`src/hw/rtl/alist_pkg.sv`:
```
// Shared types and constants of the array list engine.
`default_nettype none

package alist_pkg;

    // Field widths of a command and of a response
    localparam int OPC_W = 4;
    localparam int VAL_W = 32;
    localparam int POS_W = 7;
    localparam int ST_W  = 3;
    localparam int IDX_W = 6;
    localparam int CNT_W = 7;

    // Command opcodes
    localparam logic [OPC_W-1:0] OP_CLEAR     = 4'd0;
    localparam logic [OPC_W-1:0] OP_APPEND    = 4'd1;
    localparam logic [OPC_W-1:0] OP_INS_FRONT = 4'd2;
    localparam logic [OPC_W-1:0] OP_INS_AT    = 4'd3;
    localparam logic [OPC_W-1:0] OP_DEL_FRONT = 4'd4;
    localparam logic [OPC_W-1:0] OP_DEL_END   = 4'd5;
    localparam logic [OPC_W-1:0] OP_DEL_AT    = 4'd6;
    localparam logic [OPC_W-1:0] OP_READ      = 4'd7;
    localparam logic [OPC_W-1:0] OP_SEARCH    = 4'd8;
    localparam logic [OPC_W-1:0] OP_SORT      = 4'd9;
    localparam logic [OPC_W-1:0] OP_REVERSE   = 4'd10;

    // Response status codes
    localparam logic [ST_W-1:0] ST_OK       = 3'd0;
    localparam logic [ST_W-1:0] ST_BADPOS   = 3'd1;
    localparam logic [ST_W-1:0] ST_EMPTY    = 3'd2;
    localparam logic [ST_W-1:0] ST_FULL     = 3'd3;
    localparam logic [ST_W-1:0] ST_NOTFOUND = 3'd4;

    typedef struct packed {
        logic [OPC_W-1:0]        opcode;
        logic signed [VAL_W-1:0] value;
        logic [POS_W-1:0]        position;
    } cmd_t;

    typedef struct packed {
        logic [ST_W-1:0]         status;
        logic signed [VAL_W-1:0] data;
        logic [IDX_W-1:0]        index;
        logic [CNT_W-1:0]        count;
    } rsp_t;

    // Flags from the shared comparator
    typedef struct packed {
        logic eq;
        logic gt;
    } cmp_res_t;

endpackage

`default_nettype wire

```
`src/hw/rtl/alist_mem.sv`:
```
// Element store: one write port, one read port with registered read data.
`default_nettype none

module alist_mem #(
    parameter int DEPTH = 64,
    localparam int AW = (DEPTH > 1) ? $clog2(DEPTH) : 1
) (
    input  wire logic                                   clk,
    input  wire logic                                   we,
    input  wire logic [AW-1:0]                          waddr,
    input  wire logic signed [alist_pkg::VAL_W-1:0]     wdata,
    input  wire logic [AW-1:0]                          raddr,
    output logic signed [alist_pkg::VAL_W-1:0]          rdata
);

    logic signed [alist_pkg::VAL_W-1:0] store_reg [DEPTH];
    logic signed [alist_pkg::VAL_W-1:0] rdata_reg;

    // Write one entry
    always_ff @(posedge clk)
    begin
        if (we)
        begin
            store_reg[waddr] <= wdata;
        end
    end

    // Register the read data
    always_ff @(posedge clk)
    begin
        rdata_reg <= store_reg[raddr];
    end

    assign rdata = rdata_reg;

endmodule

`default_nettype wire

```
`src/hw/rtl/alist_cmp.sv`:
```
// Shared comparator: equality and signed greater-than of two elements.
`default_nettype none

module alist_cmp (
    input  wire logic signed [alist_pkg::VAL_W-1:0] a,
    input  wire logic signed [alist_pkg::VAL_W-1:0] b,
    output alist_pkg::cmp_res_t                     res
);

    // Compare both ways in one unit
    always_comb
    begin
        res.eq = (a == b);
        res.gt = (a > b);
    end

endmodule

`default_nettype wire

```
`src/hw/rtl/alist_seq.sv`:
```
// Command sequencer: walks the element store through the shared comparator.
`default_nettype none

module alist_seq #(
    parameter int DEPTH = 64,
    localparam int AW = (DEPTH > 1) ? $clog2(DEPTH) : 1,
    localparam int CW = $clog2(DEPTH + 1)
) (
    input  wire logic                               clk,
    input  wire logic                               rst_n,
    input  wire logic                               cmd_valid,
    input  wire alist_pkg::cmd_t                    cmd,
    output logic                                    busy,
    output logic                                    res_valid,
    input  wire logic                               res_ready,
    output alist_pkg::rsp_t                         res,
    output logic                                    mem_we,
    output logic [AW-1:0]                           mem_waddr,
    output logic signed [alist_pkg::VAL_W-1:0]      mem_wdata,
    output logic [AW-1:0]                           mem_raddr,
    input  wire logic signed [alist_pkg::VAL_W-1:0] mem_rdata
);

    localparam int PW = (CW > alist_pkg::POS_W) ? CW : alist_pkg::POS_W;

    typedef enum logic [3:0] {
        S_IDLE,
        S_SHR_RD,
        S_SHR_WR,
        S_PUT,
        S_SHL_RD,
        S_SHL_WR,
        S_FETCH,
        S_FETCH_CAP,
        S_SRCH_RD,
        S_SRCH_CHK,
        S_RD_A,
        S_RD_B,
        S_CMP,
        S_SWAP_B,
        S_DONE
    } state_t;

    state_t                             state_reg, state_next;
    logic [alist_pkg::OPC_W-1:0]        op_reg, op_next;
    logic signed [alist_pkg::VAL_W-1:0] val_reg, val_next;
    logic [CW-1:0]                      at_reg, at_next;
    logic [CW-1:0]                      cnt_reg, cnt_next;
    logic [CW-1:0]                      pi_reg, pi_next;
    logic [CW-1:0]                      pj_reg, pj_next;
    logic signed [alist_pkg::VAL_W-1:0] hold_reg, hold_next;
    logic                               swp_reg, swp_next;
    logic [alist_pkg::ST_W-1:0]         status_reg, status_next;
    logic signed [alist_pkg::VAL_W-1:0] data_reg, data_next;
    logic [CW-1:0]                      idx_reg, idx_next;

    logic                               accept;
    logic                               full;
    logic                               empty;
    logic [PW-1:0]                      pos_ext;
    logic [PW-1:0]                      cnt_ext;
    logic [CW-1:0]                      pim1;
    logic [CW-1:0]                      pip1;
    logic [CW-1:0]                      pjm1;
    logic [CW-1:0]                      pjp1;
    logic [CW-1:0]                      wptr;
    logic                               do_swap;
    logic signed [alist_pkg::VAL_W-1:0] cmp_a;
    logic signed [alist_pkg::VAL_W-1:0] cmp_b;
    alist_pkg::cmp_res_t                cmp_res;

    // Shared comparator: element against key in search, pair compare in sort
    alist_cmp u_cmp (
        .a   (cmp_a),
        .b   (cmp_b),
        .res (cmp_res)
    );

    assign cmp_a = (state_reg == S_CMP) ? hold_reg : mem_rdata;
    assign cmp_b = (state_reg == S_CMP) ? mem_rdata : val_reg;

    assign busy    = (state_reg != S_IDLE);
    assign accept  = cmd_valid && (state_reg == S_IDLE);
    assign full    = (cnt_reg == CW'(DEPTH));
    assign empty   = (cnt_reg == '0);
    assign pos_ext = PW'(cmd.position);
    assign cnt_ext = PW'(cnt_reg);
    assign pim1    = pi_reg - CW'(1);
    assign pip1    = pi_reg + CW'(1);
    assign pjm1    = pj_reg - CW'(1);
    assign pjp1    = pj_reg + CW'(1);
    assign do_swap = (op_reg == alist_pkg::OP_REVERSE) || cmp_res.gt;

    // Response fields
    assign res_valid    = (state_reg == S_DONE);
    assign res.status   = status_reg;
    assign res.data     = data_reg;
    assign res.index    = alist_pkg::IDX_W'(idx_reg);
    assign res.count    = alist_pkg::CNT_W'(cnt_reg);

    // Sequence the store accesses of each command
    always_comb
    begin
        state_next  = state_reg;
        op_next     = op_reg;
        val_next    = val_reg;
        at_next     = at_reg;
        cnt_next    = cnt_reg;
        pi_next     = pi_reg;
        pj_next     = pj_reg;
        hold_next   = hold_reg;
        swp_next    = swp_reg;
        status_next = status_reg;
        data_next   = data_reg;
        idx_next    = idx_reg;
        mem_we      = 1'b0;
        wptr        = pi_reg;
        mem_wdata   = val_reg;
        mem_raddr   = pi_reg[AW-1:0];

        unique case (state_reg)
            S_IDLE:
            begin
                if (accept)
                begin
                    op_next     = cmd.opcode;
                    val_next    = cmd.value;
                    status_next = alist_pkg::ST_OK;
                    data_next   = '0;
                    idx_next    = '0;
                    swp_next    = 1'b0;
                    state_next  = S_DONE;
                    unique case (cmd.opcode)
                        alist_pkg::OP_CLEAR:
                        begin
                            cnt_next = '0;
                        end
                        alist_pkg::OP_APPEND:
                        begin
                            if (full)
                            begin
                                status_next = alist_pkg::ST_FULL;
                            end
                            else
                            begin
                                at_next    = cnt_reg;
                                pi_next    = cnt_reg;
                                state_next = S_PUT;
                            end
                        end
                        alist_pkg::OP_INS_FRONT:
                        begin
                            if (full)
                            begin
                                status_next = alist_pkg::ST_FULL;
                            end
                            else
                            begin
                                at_next    = '0;
                                pi_next    = cnt_reg;
                                state_next = empty ? S_PUT : S_SHR_RD;
                            end
                        end
                        alist_pkg::OP_INS_AT:
                        begin
                            if (pos_ext > cnt_ext)
                            begin
                                status_next = alist_pkg::ST_BADPOS;
                            end
                            else if (full)
                            begin
                                status_next = alist_pkg::ST_FULL;
                            end
                            else
                            begin
                                at_next    = CW'(pos_ext);
                                pi_next    = cnt_reg;
                                state_next = (cnt_reg > CW'(pos_ext)) ? S_SHR_RD : S_PUT;
                            end
                        end
                        alist_pkg::OP_DEL_FRONT:
                        begin
                            if (empty)
                            begin
                                status_next = alist_pkg::ST_EMPTY;
                            end
                            else if (cnt_reg > CW'(1))
                            begin
                                pi_next    = '0;
                                state_next = S_SHL_RD;
                            end
                            else
                            begin
                                cnt_next = cnt_reg - CW'(1);
                            end
                        end
                        alist_pkg::OP_DEL_END:
                        begin
                            if (empty)
                            begin
                                status_next = alist_pkg::ST_EMPTY;
                            end
                            else
                            begin
                                cnt_next = cnt_reg - CW'(1);
                            end
                        end
                        alist_pkg::OP_DEL_AT:
                        begin
                            if (empty)
                            begin
                                status_next = alist_pkg::ST_EMPTY;
                            end
                            else if (pos_ext >= cnt_ext)
                            begin
                                status_next = alist_pkg::ST_BADPOS;
                            end
                            else if ((pos_ext + PW'(1)) < cnt_ext)
                            begin
                                pi_next    = CW'(pos_ext);
                                state_next = S_SHL_RD;
                            end
                            else
                            begin
                                cnt_next = cnt_reg - CW'(1);
                            end
                        end
                        alist_pkg::OP_READ:
                        begin
                            if (empty)
                            begin
                                status_next = alist_pkg::ST_EMPTY;
                            end
                            else if (pos_ext >= cnt_ext)
                            begin
                                status_next = alist_pkg::ST_BADPOS;
                            end
                            else
                            begin
                                pi_next    = CW'(pos_ext);
                                state_next = S_FETCH;
                            end
                        end
                        alist_pkg::OP_SEARCH:
                        begin
                            if (empty)
                            begin
                                status_next = alist_pkg::ST_NOTFOUND;
                            end
                            else
                            begin
                                pi_next    = '0;
                                state_next = S_SRCH_RD;
                            end
                        end
                        alist_pkg::OP_SORT:
                        begin
                            if (cnt_reg > CW'(1))
                            begin
                                pi_next    = '0;
                                pj_next    = CW'(1);
                                state_next = S_RD_A;
                            end
                        end
                        alist_pkg::OP_REVERSE:
                        begin
                            if (cnt_reg > CW'(1))
                            begin
                                pi_next    = '0;
                                pj_next    = cnt_reg - CW'(1);
                                state_next = S_RD_A;
                            end
                        end
                        default:
                        begin
                            state_next = S_DONE;
                        end
                    endcase
                end
            end

            // Shift right: read the entry below, then move it up one place
            S_SHR_RD:
            begin
                mem_raddr  = pim1[AW-1:0];
                state_next = S_SHR_WR;
            end
            S_SHR_WR:
            begin
                mem_we     = 1'b1;
                mem_wdata  = mem_rdata;
                pi_next    = pim1;
                state_next = (pim1 > at_reg) ? S_SHR_RD : S_PUT;
            end
            S_PUT:
            begin
                mem_we     = 1'b1;
                mem_wdata  = val_reg;
                cnt_next   = cnt_reg + CW'(1);
                state_next = S_DONE;
            end

            // Shift left: read the entry above, then move it down one place
            S_SHL_RD:
            begin
                mem_raddr  = pip1[AW-1:0];
                state_next = S_SHL_WR;
            end
            S_SHL_WR:
            begin
                mem_we    = 1'b1;
                mem_wdata = mem_rdata;
                pi_next   = pip1;
                if ((pip1 + CW'(1)) < cnt_reg)
                begin
                    state_next = S_SHL_RD;
                end
                else
                begin
                    cnt_next   = cnt_reg - CW'(1);
                    state_next = S_DONE;
                end
            end

            S_FETCH:
            begin
                state_next = S_FETCH_CAP;
            end
            S_FETCH_CAP:
            begin
                data_next  = mem_rdata;
                state_next = S_DONE;
            end

            // Linear search: stop at the first equal entry
            S_SRCH_RD:
            begin
                state_next = S_SRCH_CHK;
            end
            S_SRCH_CHK:
            begin
                if (cmp_res.eq)
                begin
                    status_next = alist_pkg::ST_OK;
                    idx_next    = pi_reg;
                    state_next  = S_DONE;
                end
                else if (pip1 < cnt_reg)
                begin
                    pi_next    = pip1;
                    state_next = S_SRCH_RD;
                end
                else
                begin
                    status_next = alist_pkg::ST_NOTFOUND;
                    state_next  = S_DONE;
                end
            end

            // Pair access for sort and reverse
            S_RD_A:
            begin
                state_next = S_RD_B;
            end
            S_RD_B:
            begin
                mem_raddr  = pj_reg[AW-1:0];
                hold_next  = mem_rdata;
                state_next = S_CMP;
            end
            S_CMP, S_SWAP_B:
            begin
                if ((state_reg == S_CMP) && do_swap)
                begin
                    mem_we     = 1'b1;
                    mem_wdata  = mem_rdata;
                    swp_next   = 1'b1;
                    state_next = S_SWAP_B;
                end
                else
                begin
                    if (state_reg == S_SWAP_B)
                    begin
                        mem_we    = 1'b1;
                        wptr      = pj_reg;
                        mem_wdata = hold_reg;
                    end
                    // Advance to the next pair, or start another pass
                    if (op_reg == alist_pkg::OP_SORT)
                    begin
                        if (pjp1 < cnt_reg)
                        begin
                            pi_next    = pip1;
                            pj_next    = pjp1;
                            state_next = S_RD_A;
                        end
                        else if (swp_reg)
                        begin
                            pi_next    = '0;
                            pj_next    = CW'(1);
                            swp_next   = 1'b0;
                            state_next = S_RD_A;
                        end
                        else
                        begin
                            state_next = S_DONE;
                        end
                    end
                    else
                    begin
                        if (pip1 < pjm1)
                        begin
                            pi_next    = pip1;
                            pj_next    = pjm1;
                            state_next = S_RD_A;
                        end
                        else
                        begin
                            state_next = S_DONE;
                        end
                    end
                end
            end

            // Hold the response until the output register takes it
            S_DONE:
            begin
                if (res_ready)
                begin
                    state_next = S_IDLE;
                end
            end
        endcase
    end

    assign mem_waddr = wptr[AW-1:0];

    // State and registered results
    always_ff @(posedge clk or negedge rst_n)
    begin
        if (!rst_n)
        begin
            state_reg <= S_IDLE;
            cnt_reg   <= '0;
            swp_reg   <= 1'b0;
        end
        else
        begin
            state_reg <= state_next;
            cnt_reg   <= cnt_next;
            swp_reg   <= swp_next;
        end
    end

    always_ff @(posedge clk)
    begin
        op_reg     <= op_next;
        val_reg    <= val_next;
        at_reg     <= at_next;
        pi_reg     <= pi_next;
        pj_reg     <= pj_next;
        hold_reg   <= hold_next;
        status_reg <= status_next;
        data_reg   <= data_next;
        idx_reg    <= idx_next;
    end

    // The count never passes the capacity
    a_cnt_bound: assert property (@(posedge clk) disable iff (!rst_n)
        32'(cnt_reg) <= DEPTH)
        else $error("element count above capacity");

    // No write lands beyond the slot just past the last element
    a_write_bound: assert property (@(posedge clk) disable iff (!rst_n)
        mem_we |-> (wptr <= cnt_reg))
        else $error("store write beyond list end");

    // A new element is placed only when there is room
    a_put_room: assert property (@(posedge clk) disable iff (!rst_n)
        (state_reg == S_PUT) |-> !full)
        else $error("insert into full list");

    // A search hit points inside the list
    a_hit_index: assert property (@(posedge clk) disable iff (!rst_n)
        (res_valid && (op_reg == alist_pkg::OP_SEARCH) && (status_reg == alist_pkg::ST_OK))
        |-> (idx_reg < cnt_reg))
        else $error("search index outside list");

    // Sort and reverse steps leave the count alone
    a_perm_count: assert property (@(posedge clk) disable iff (!rst_n)
        ((state_reg == S_CMP) || (state_reg == S_SWAP_B)) |=> $stable(cnt_reg))
        else $error("count changed while permuting");

endmodule

`default_nettype wire

```
`src/hw/rtl/array_list_engine_top.sv`:
```
// Top level of the array list engine: sequencer, element store, response register.
//
//  channel  dir  handshake                 payload
//  cmd      in   cmd_valid / cmd_stall     alist_pkg::cmd_t  (opcode, value, position)
//  rsp      out  rsp_valid / rsp_stall     alist_pkg::rsp_t  (status, data, index, count)
//
//  Command steps, each ending with the response loaded into the response register:
//    clear, delete end, errors and unused opcodes answer at once; append writes one entry; read fetches it;
//    insert and delete move each later entry by a read then a write; search reads entries in order;
//    reverse swaps pairs from both ends; sort makes passes until one makes no swap, swapping pairs as needed.
//  The single port pair of the element store paces these steps: one read port and one write port.
//  Reset clears the count and the control state; the store needs no clearing pass.
//  cmd_stall is high while a command is in work; rsp_stall holds the response register.
`default_nettype none

module array_list_engine_top #(
    parameter int DEPTH = 64
) (
    input  wire logic            clk,
    input  wire logic            rst_n,
    input  wire logic            cmd_valid,
    output logic                 cmd_stall,
    input  wire alist_pkg::cmd_t cmd,
    output logic                 rsp_valid,
    input  wire logic            rsp_stall,
    output alist_pkg::rsp_t      rsp
);

    localparam int AW = (DEPTH > 1) ? $clog2(DEPTH) : 1;

    logic                               busy;
    logic                               res_valid;
    logic                               res_ready;
    alist_pkg::rsp_t                    res;
    logic                               mem_we;
    logic [AW-1:0]                      mem_waddr;
    logic signed [alist_pkg::VAL_W-1:0] mem_wdata;
    logic [AW-1:0]                      mem_raddr;
    logic signed [alist_pkg::VAL_W-1:0] mem_rdata;

    logic                               rsp_valid_reg, rsp_valid_next;
    alist_pkg::rsp_t                    rsp_reg;

    alist_seq #(
        .DEPTH (DEPTH)
    ) u_seq (
        .clk       (clk),
        .rst_n     (rst_n),
        .cmd_valid (cmd_valid),
        .cmd       (cmd),
        .busy      (busy),
        .res_valid (res_valid),
        .res_ready (res_ready),
        .res       (res),
        .mem_we    (mem_we),
        .mem_waddr (mem_waddr),
        .mem_wdata (mem_wdata),
        .mem_raddr (mem_raddr),
        .mem_rdata (mem_rdata)
    );

    alist_mem #(
        .DEPTH (DEPTH)
    ) u_mem (
        .clk   (clk),
        .we    (mem_we),
        .waddr (mem_waddr),
        .wdata (mem_wdata),
        .raddr (mem_raddr),
        .rdata (mem_rdata)
    );

    assign cmd_stall = busy;

    // Load the response register when it is empty or being drained
    assign res_ready = !rsp_valid_reg || !rsp_stall;

    always_comb
    begin
        rsp_valid_next = rsp_valid_reg;
        if (res_valid && res_ready)
        begin
            rsp_valid_next = 1'b1;
        end
        else if (!rsp_stall)
        begin
            rsp_valid_next = 1'b0;
        end
    end

    always_ff @(posedge clk or negedge rst_n)
    begin
        if (!rst_n)
        begin
            rsp_valid_reg <= 1'b0;
        end
        else
        begin
            rsp_valid_reg <= rsp_valid_next;
        end
    end

    // Hold the payload while stalled
    always_ff @(posedge clk)
    begin
        if (res_valid && res_ready)
        begin
            rsp_reg <= res;
        end
    end

    assign rsp_valid = rsp_valid_reg;
    assign rsp       = rsp_reg;

endmodule

`default_nettype wire

```
`config.mk`:
```
export PLATFORM = sky130hd
export DESIGN_NAME = array_list_engine_top
export DESIGN_NICKNAME = d
export VERILOG_FILES = /design/src/hw/rtl/alist_pkg.sv /design/src/hw/rtl/alist_mem.sv /design/src/hw/rtl/alist_cmp.sv /design/src/hw/rtl/alist_seq.sv /design/src/hw/rtl/array_list_engine_top.sv
export SDC_FILE = /design/constraint.sdc
export NUM_CORES = 2
export LEC_CHECK = 0
export ABC_AREA = 0
export BUFFER_PORTS_ARGS = -buffer_cell sky130_fd_sc_hd__buf_2
export CORE_ASPECT_RATIO = 0.75
export CORE_MARGIN = 3
export CORE_UTILIZATION = 40
export DETAILED_ROUTE_END_ITERATION = 10
export GPL_ROUTABILITY_DRIVEN = 0
export PLACE_DENSITY = 0.56
export SLEW_MARGIN = 40
export SYNTH_ARGS = -nofsm -noshare
export SYNTH_HDL_FRONTEND = slang
export SYNTH_HIERARCHICAL = 1
export SYNTH_SLANG_ARGS = --single-unit
export TNS_END_PERCENT = 10
```
`constraint.sdc`:
```
create_clock -name clk -period 18.2 [get_ports clk]
set_input_delay 0 -clock clk [delete_from_list [all_inputs] [get_ports clk]]
set_output_delay 0 -clock clk [all_outputs]
set_load 0.05 [all_outputs]
```
Word-level counts from Yosys, hierarchy flattened:

Memory sizes are Yosys's and may differ from the RTL's. A register that Yosys moved wholly into a read port is not among the register bits.
Index checks and enable logic that the tools add are counted.
W data, S select, Z words.

* $lt $le $gt $ge: 11
* mux-type cells: 110
* add/subtract/negate cells: 8
* reduce and logical (&&, ||, !) cells: 35
* eq/ne operators: 61

Operator list (count)
* $mux W7: 38
* $mux W32: 5
* $pmux W32 S2: 2
* $mux W4: 18
* $pmux W4 S13: 1
* $pmux W7 S7: 1
* $eq A4 B4 Y1 const B: 12
* $ne A3 B3 Y1 const B: 14
* $pmux W7 S3: 2
* $add A7 B1 Y7 const B: 5
* $lt A7 B7 Y1: 5
* $pmux W7 S5: 1
* $eq A32 B32 Y1: 1
* $eq A4 B3 Y1 const B: 8
* $gt A32 B32 Y1: 1
* $pmux W4 S8: 1
* $mux W3: 10
* $mux W6: 5
* $pmux W7 S2: 2
* $pmux W7 S4: 1
* $gt A7 B7 Y1: 3
* $sub A7 B1 Y7 const B: 3
* $pmux W6 S3: 1
* $eq A4 B2 Y1 const B: 4
* other kinds (35): 81

* memories: 1
* bits in writable memories: 2048
* flip-flop bits (word level): 191
* input bits: 47
* output and inout port bits: 50

Memory list
* u_mem.store_reg: depth 64, width 32, rd ports 1, clocked after memory_dff 1, wr ports 1, RTL line alist_mem.sv:16 `logic signed [alist_pkg::VAL_W-1:0] store_reg [DEPTH];`

Logic depth before layout (Yosys ltp):

* depth in word-level cells: 9
* gate-level depth with buffers: 24
* depth with buffers taken out: 19

By module:

The synthesis kept the hierarchy.

Modules (own cells, without submodules)
* alist_mem: sequential area each 62139.6 sq um, cells each 3511, times used 1, area an instance 79039.6 sq um
* alist_seq: sequential area each 4204.0 sq um, cells each 1018, times used 1, area an instance 9962.1 sq um
* array_list_engine_top: sequential area each 1466.4 sq um, cells each 52, times used 1, area an instance 1488.9 sq um
* alist_cmp: sequential area each 0.0 sq um, cells each 114, times used 1, area an instance 844.6 sq um

Worst setup path before layout:

Ideal clock, no wire load.

* path kind: reg2reg
* start point: reg u_seq.state_reg[2]
* end point: mem u_mem/store_reg[27][0] in the netlist's numbering, enable pin
* required time: 17.779 ns
* cell stages (with the launch flop): 24
* slack: 11.782 ns
* clock period less this slack: 6.418 ns
* arrival time: 5.997 ns
* path through: dfrtp_1 nand2_1 nor3_1 buf_2 buf_2 mux2_2 ha_1 a21o_1 a221o_1 a221oi_1 o21ai_0 nor3_1 nand2b_1 inv_1 and2_1 nand2b_1 clkbuf_1 o21ai_1 or3_1 clkbuf_1 inv_1 or2_2 clkbuf_1 nor2_1

RTL lines
* start, declared: RTL line alist_seq.sv:44 `state_t state_reg, state_next;`
* start signal, assigned: RTL line alist_seq.sv:449 `state_reg <= state_next;`
* end, declared: RTL line alist_mem.sv:16

==> summary.md <==
| Metric | Value |
|---|---|
| Critical Path End Type | flop |
| Peak Freq | 131 MHz |
| Post-route ant nets | 0 |
| Non-Filler Instances | 8194 |
| Top FF cell, synth | edfxtp_1 |
| Unrepaired setup endpoints after global routing | false |
| CTS root buffer | clkbuf_16 |
| Drt pass-1 iters | 8 |
| Vias/cell | 6.01 |
| H-tree depth | 4 |
| Syn_nets | 4828 |
| Clk_lat worst skew | 0.87 ns |
| Detailed Place HPWL | 165000 µm |
| Average size of a mapped cell | 19.5 µm² |
| Total placed cells including tap cells | 7695 |
| Final Max Tran Viols | 0 |
| Crit-path max FO | 66 |
| Number of flops mapped to enable cells by yosys | 2226 |
| GRT overflow | 0 |
| Cells after Synth | 4695 |
| Final hold violation count | 0 |
| Via Count | 49200 |
| Setup tns final | 0 ns |
| Die H | 420 µm |
| Vias in the first global route | 46600 |
| Global-route wire length before repair | 373000 µm |
| Crit path buf inv count | 5 |
| Crit path arrival time | 8.19 ns |
| Worst-Margin Slew | 0.909 ns |
| Gr usage total | 22.5% |
| CTS sink count | 2271 |
| Area growth from synthesis to layout | 14.7% |
| Count of different cell masters after synthesis | 86 |
| # setup viols final | 0 |
| Post-Syn Area | 0.0913 mm² |
| Sequential area share after synthesis | 74.2% |
| Hold path depth | 2 |
| Crit path max-delay family | simple AND/OR/NAND/NOR gates |
| FILL cells | 18800 |
| Rows | 151 |
| IO Pins | 97 |
| Initial Utilization | 40.3% |
| CTS clk-pin slew, worst paths | 0.06 ns |
| Net count, final | 5155 |
| Most frequent cells in the layout | edfxtp_1 (2226), mux4_2 (446), clkbuf_16 (218), mux2i_1 (206), a22oi_1 (164) |
| Worst Path Required | 18.74 ns |
| CTS tree | yes |
| Final Cycle Share | 42.1% |
| Status | complete, no violations |
| Crit path max-delay cell type | dfrtp_1 |
| Clock Tree Buf Depth | 4 |
| Pin count of the biggest net entering global routing | 92 |
| DRC | 0 |
| Final min period | 7.66 ns |
| Share of cells above drive strength 1 | 24.3% |
| Final wirelength | 267000 µm |
| #FFs+latches synth | 2271 |
| Synth Warn # | 6 |
| HP Class | input port to flop |
| Number of buffers created by CTS | 217 |
| DR iter-0 viols | 7233 |
| WS Path Type | flop to flop |
| Storage cell area | 0.0678 mm² |
| Number of flip-flops in the largest register | 2048 |
| Routed WL per cell | 32.6 µm |
| Buffers on Ports | 96 |
| Slew HR | 37.9% |
| Die area | 0.234 mm² |
| WP depth | 21 |
| Initial antenna violation count | 25 |
| Critical-path cell list | nand2_1, nor3_2, buf_4, mux2_2, ha_1, and4_1, nand4_1, or3_1, a31oi_1, o221ai_1, nand2b_1, inv_1, and2_1, nand2b_1, o21ai_1, buf_4, or3_1, nand3_1, nor2_4, buf_8, buf_8 |
| Core Util, Final | 46.2% |
| Placeable Area | 0.227 mm² |
| Post-synthesis async set-or-reset flop share | 0.572% |
| Startpoint types | flop |
| R2R cell count | 21 |
| Clk_skew | 0.0720 ns |
| MaxCap Viol Count | 0 |
| Most common cell after layout, fill and taps aside | edfxtp_1 |
| Max incr delay on CP | 0.71 ns |
| Die Wd | 558 µm |
| Multi-input gate area in the final layout | 0.0226 mm² |
## worst reg2reg max path, stage by stage (launching register included)
cell      delay [ns]
dfrtp_1         0.71
nand2_1         0.32
nor3_2          0.19
buf_4           0.68
mux2_2          0.47
ha_1            0.38
and4_1          0.24
nand4_1         0.12
or3_1           0.46
a31oi_1         0.21
o221ai_1        0.15
nand2b_1        0.10
inv_1           0.06
and2_1          0.34
nand2b_1        0.26
o21ai_1         0.13
buf_4           0.20
or3_1           0.47
nand3_1         0.71
nor2_4          0.69
buf_8           0.23
buf_8           0.21
## through the flow
step | setup slack, ns | cell area [µm²] | hold WS (ns)
3_5_place_dp | 10.45 | 97100 | -0.0506
4_1_cts | 10.38 | 105000 | 0.0479
6_report | 10.54 | 105000 | 0.120
3_3_place_gp | 10.28 | 95700 | -0.0549
5_1_grt | 10.21 | 105000 | 0.0975
2_1_floorplan | 11.78 | 91300 | -0.296
## cell usage after synthesis (all sizes together) (13+ instances only)
library cell	count	area share, %
clkbuf	102	0.42
nand3	77	0.42
mux2	67	0.83
ha	86	1.2
nor2	166	0.69
xor2	15	0.14
nand3b	14	0.12
o21ai	107	0.59
inv	74	0.30
o221ai	18	0.17
o211ai	17	0.14
mux2i	207	2.3
nand2	124	0.51
dfrtp	13	0.36
nand2b	22	0.16
nor3	51	0.30
xnor2	26	0.25
mux4	446	11
and2	44	0.30
a221oi	13	0.12
a22o	13	0.12
a21oi	111	0.61
a22oi	164	1.3
a31oi	27	0.18
a211oi	31	0.25
o22ai	58	0.40
nor2b	31	0.22
buf	164	1.3
edfxtp	2226	73
nand4	15	0.11
dfxtp	32	0.70
## layout make-up
class	count	share of cell area [%]
timing repair buffer	374	3.48
sequential	2271	64.7
multi-input combinational	2084	21.6
clock inverter	128	0.904
inverter	74	0.265
antenna	14	0.0334
clock buffer	266	5.44
tap	2983	3.56
## worst paths after layout
path	end	start	slack (ns)
min	u_seq/op_reg[1]	cmd[40]	0.12
min in group asynchronous	u_seq/cnt_ext[6]	rst_n	0.24
max	u_mem/store_reg[37][2]	u_seq/state_reg[2]	10.54
max in group asynchronous	u_seq/state_reg[3]	rst_n	17.62
max reg2reg	u_mem/store_reg[37][2]	u_seq/state_reg[2]	10.54
min reg2reg	rsp[10]	u_seq/idx_reg[3]	0.42
## timing repair
item / in CTS / in global routing
setup endpoints to repair: 0 / 0
hold buffers: 85 / 1
setup buffers: 0 / 0
resized for setup: 0 / 0
endpoints found under the hold margin: 174 / 13
## cells by family after synthesis
| family | share of synthesized area, % |
|---|---|
| DFF | 74.2 |
| muxes | 14.1 |
| AOI/OAI and AO/OA | 4.79 |
| and+or+nand+nor | 3.25 |
| buffers and inverters | 2.03 |
| adders and majority gates | 1.19 |
| xor gates and xnor gates | 0.393 |
## per-layer routing
metal | up-vias | global-route usage [%] | part of all wire [%]
met5 | - | 0 | 0
met4 | 0 | 4.95 | 2.3
met3 | 327 | 5.02 | 10
met2 | 2518 | 31.6 | 43
met1 | 26300 | 35.5 | 45
li1 | 20100 | - | -
Power is not shown: default switching activity piles up to over one toggle a cycle in this logic, so the estimate is an artifact.
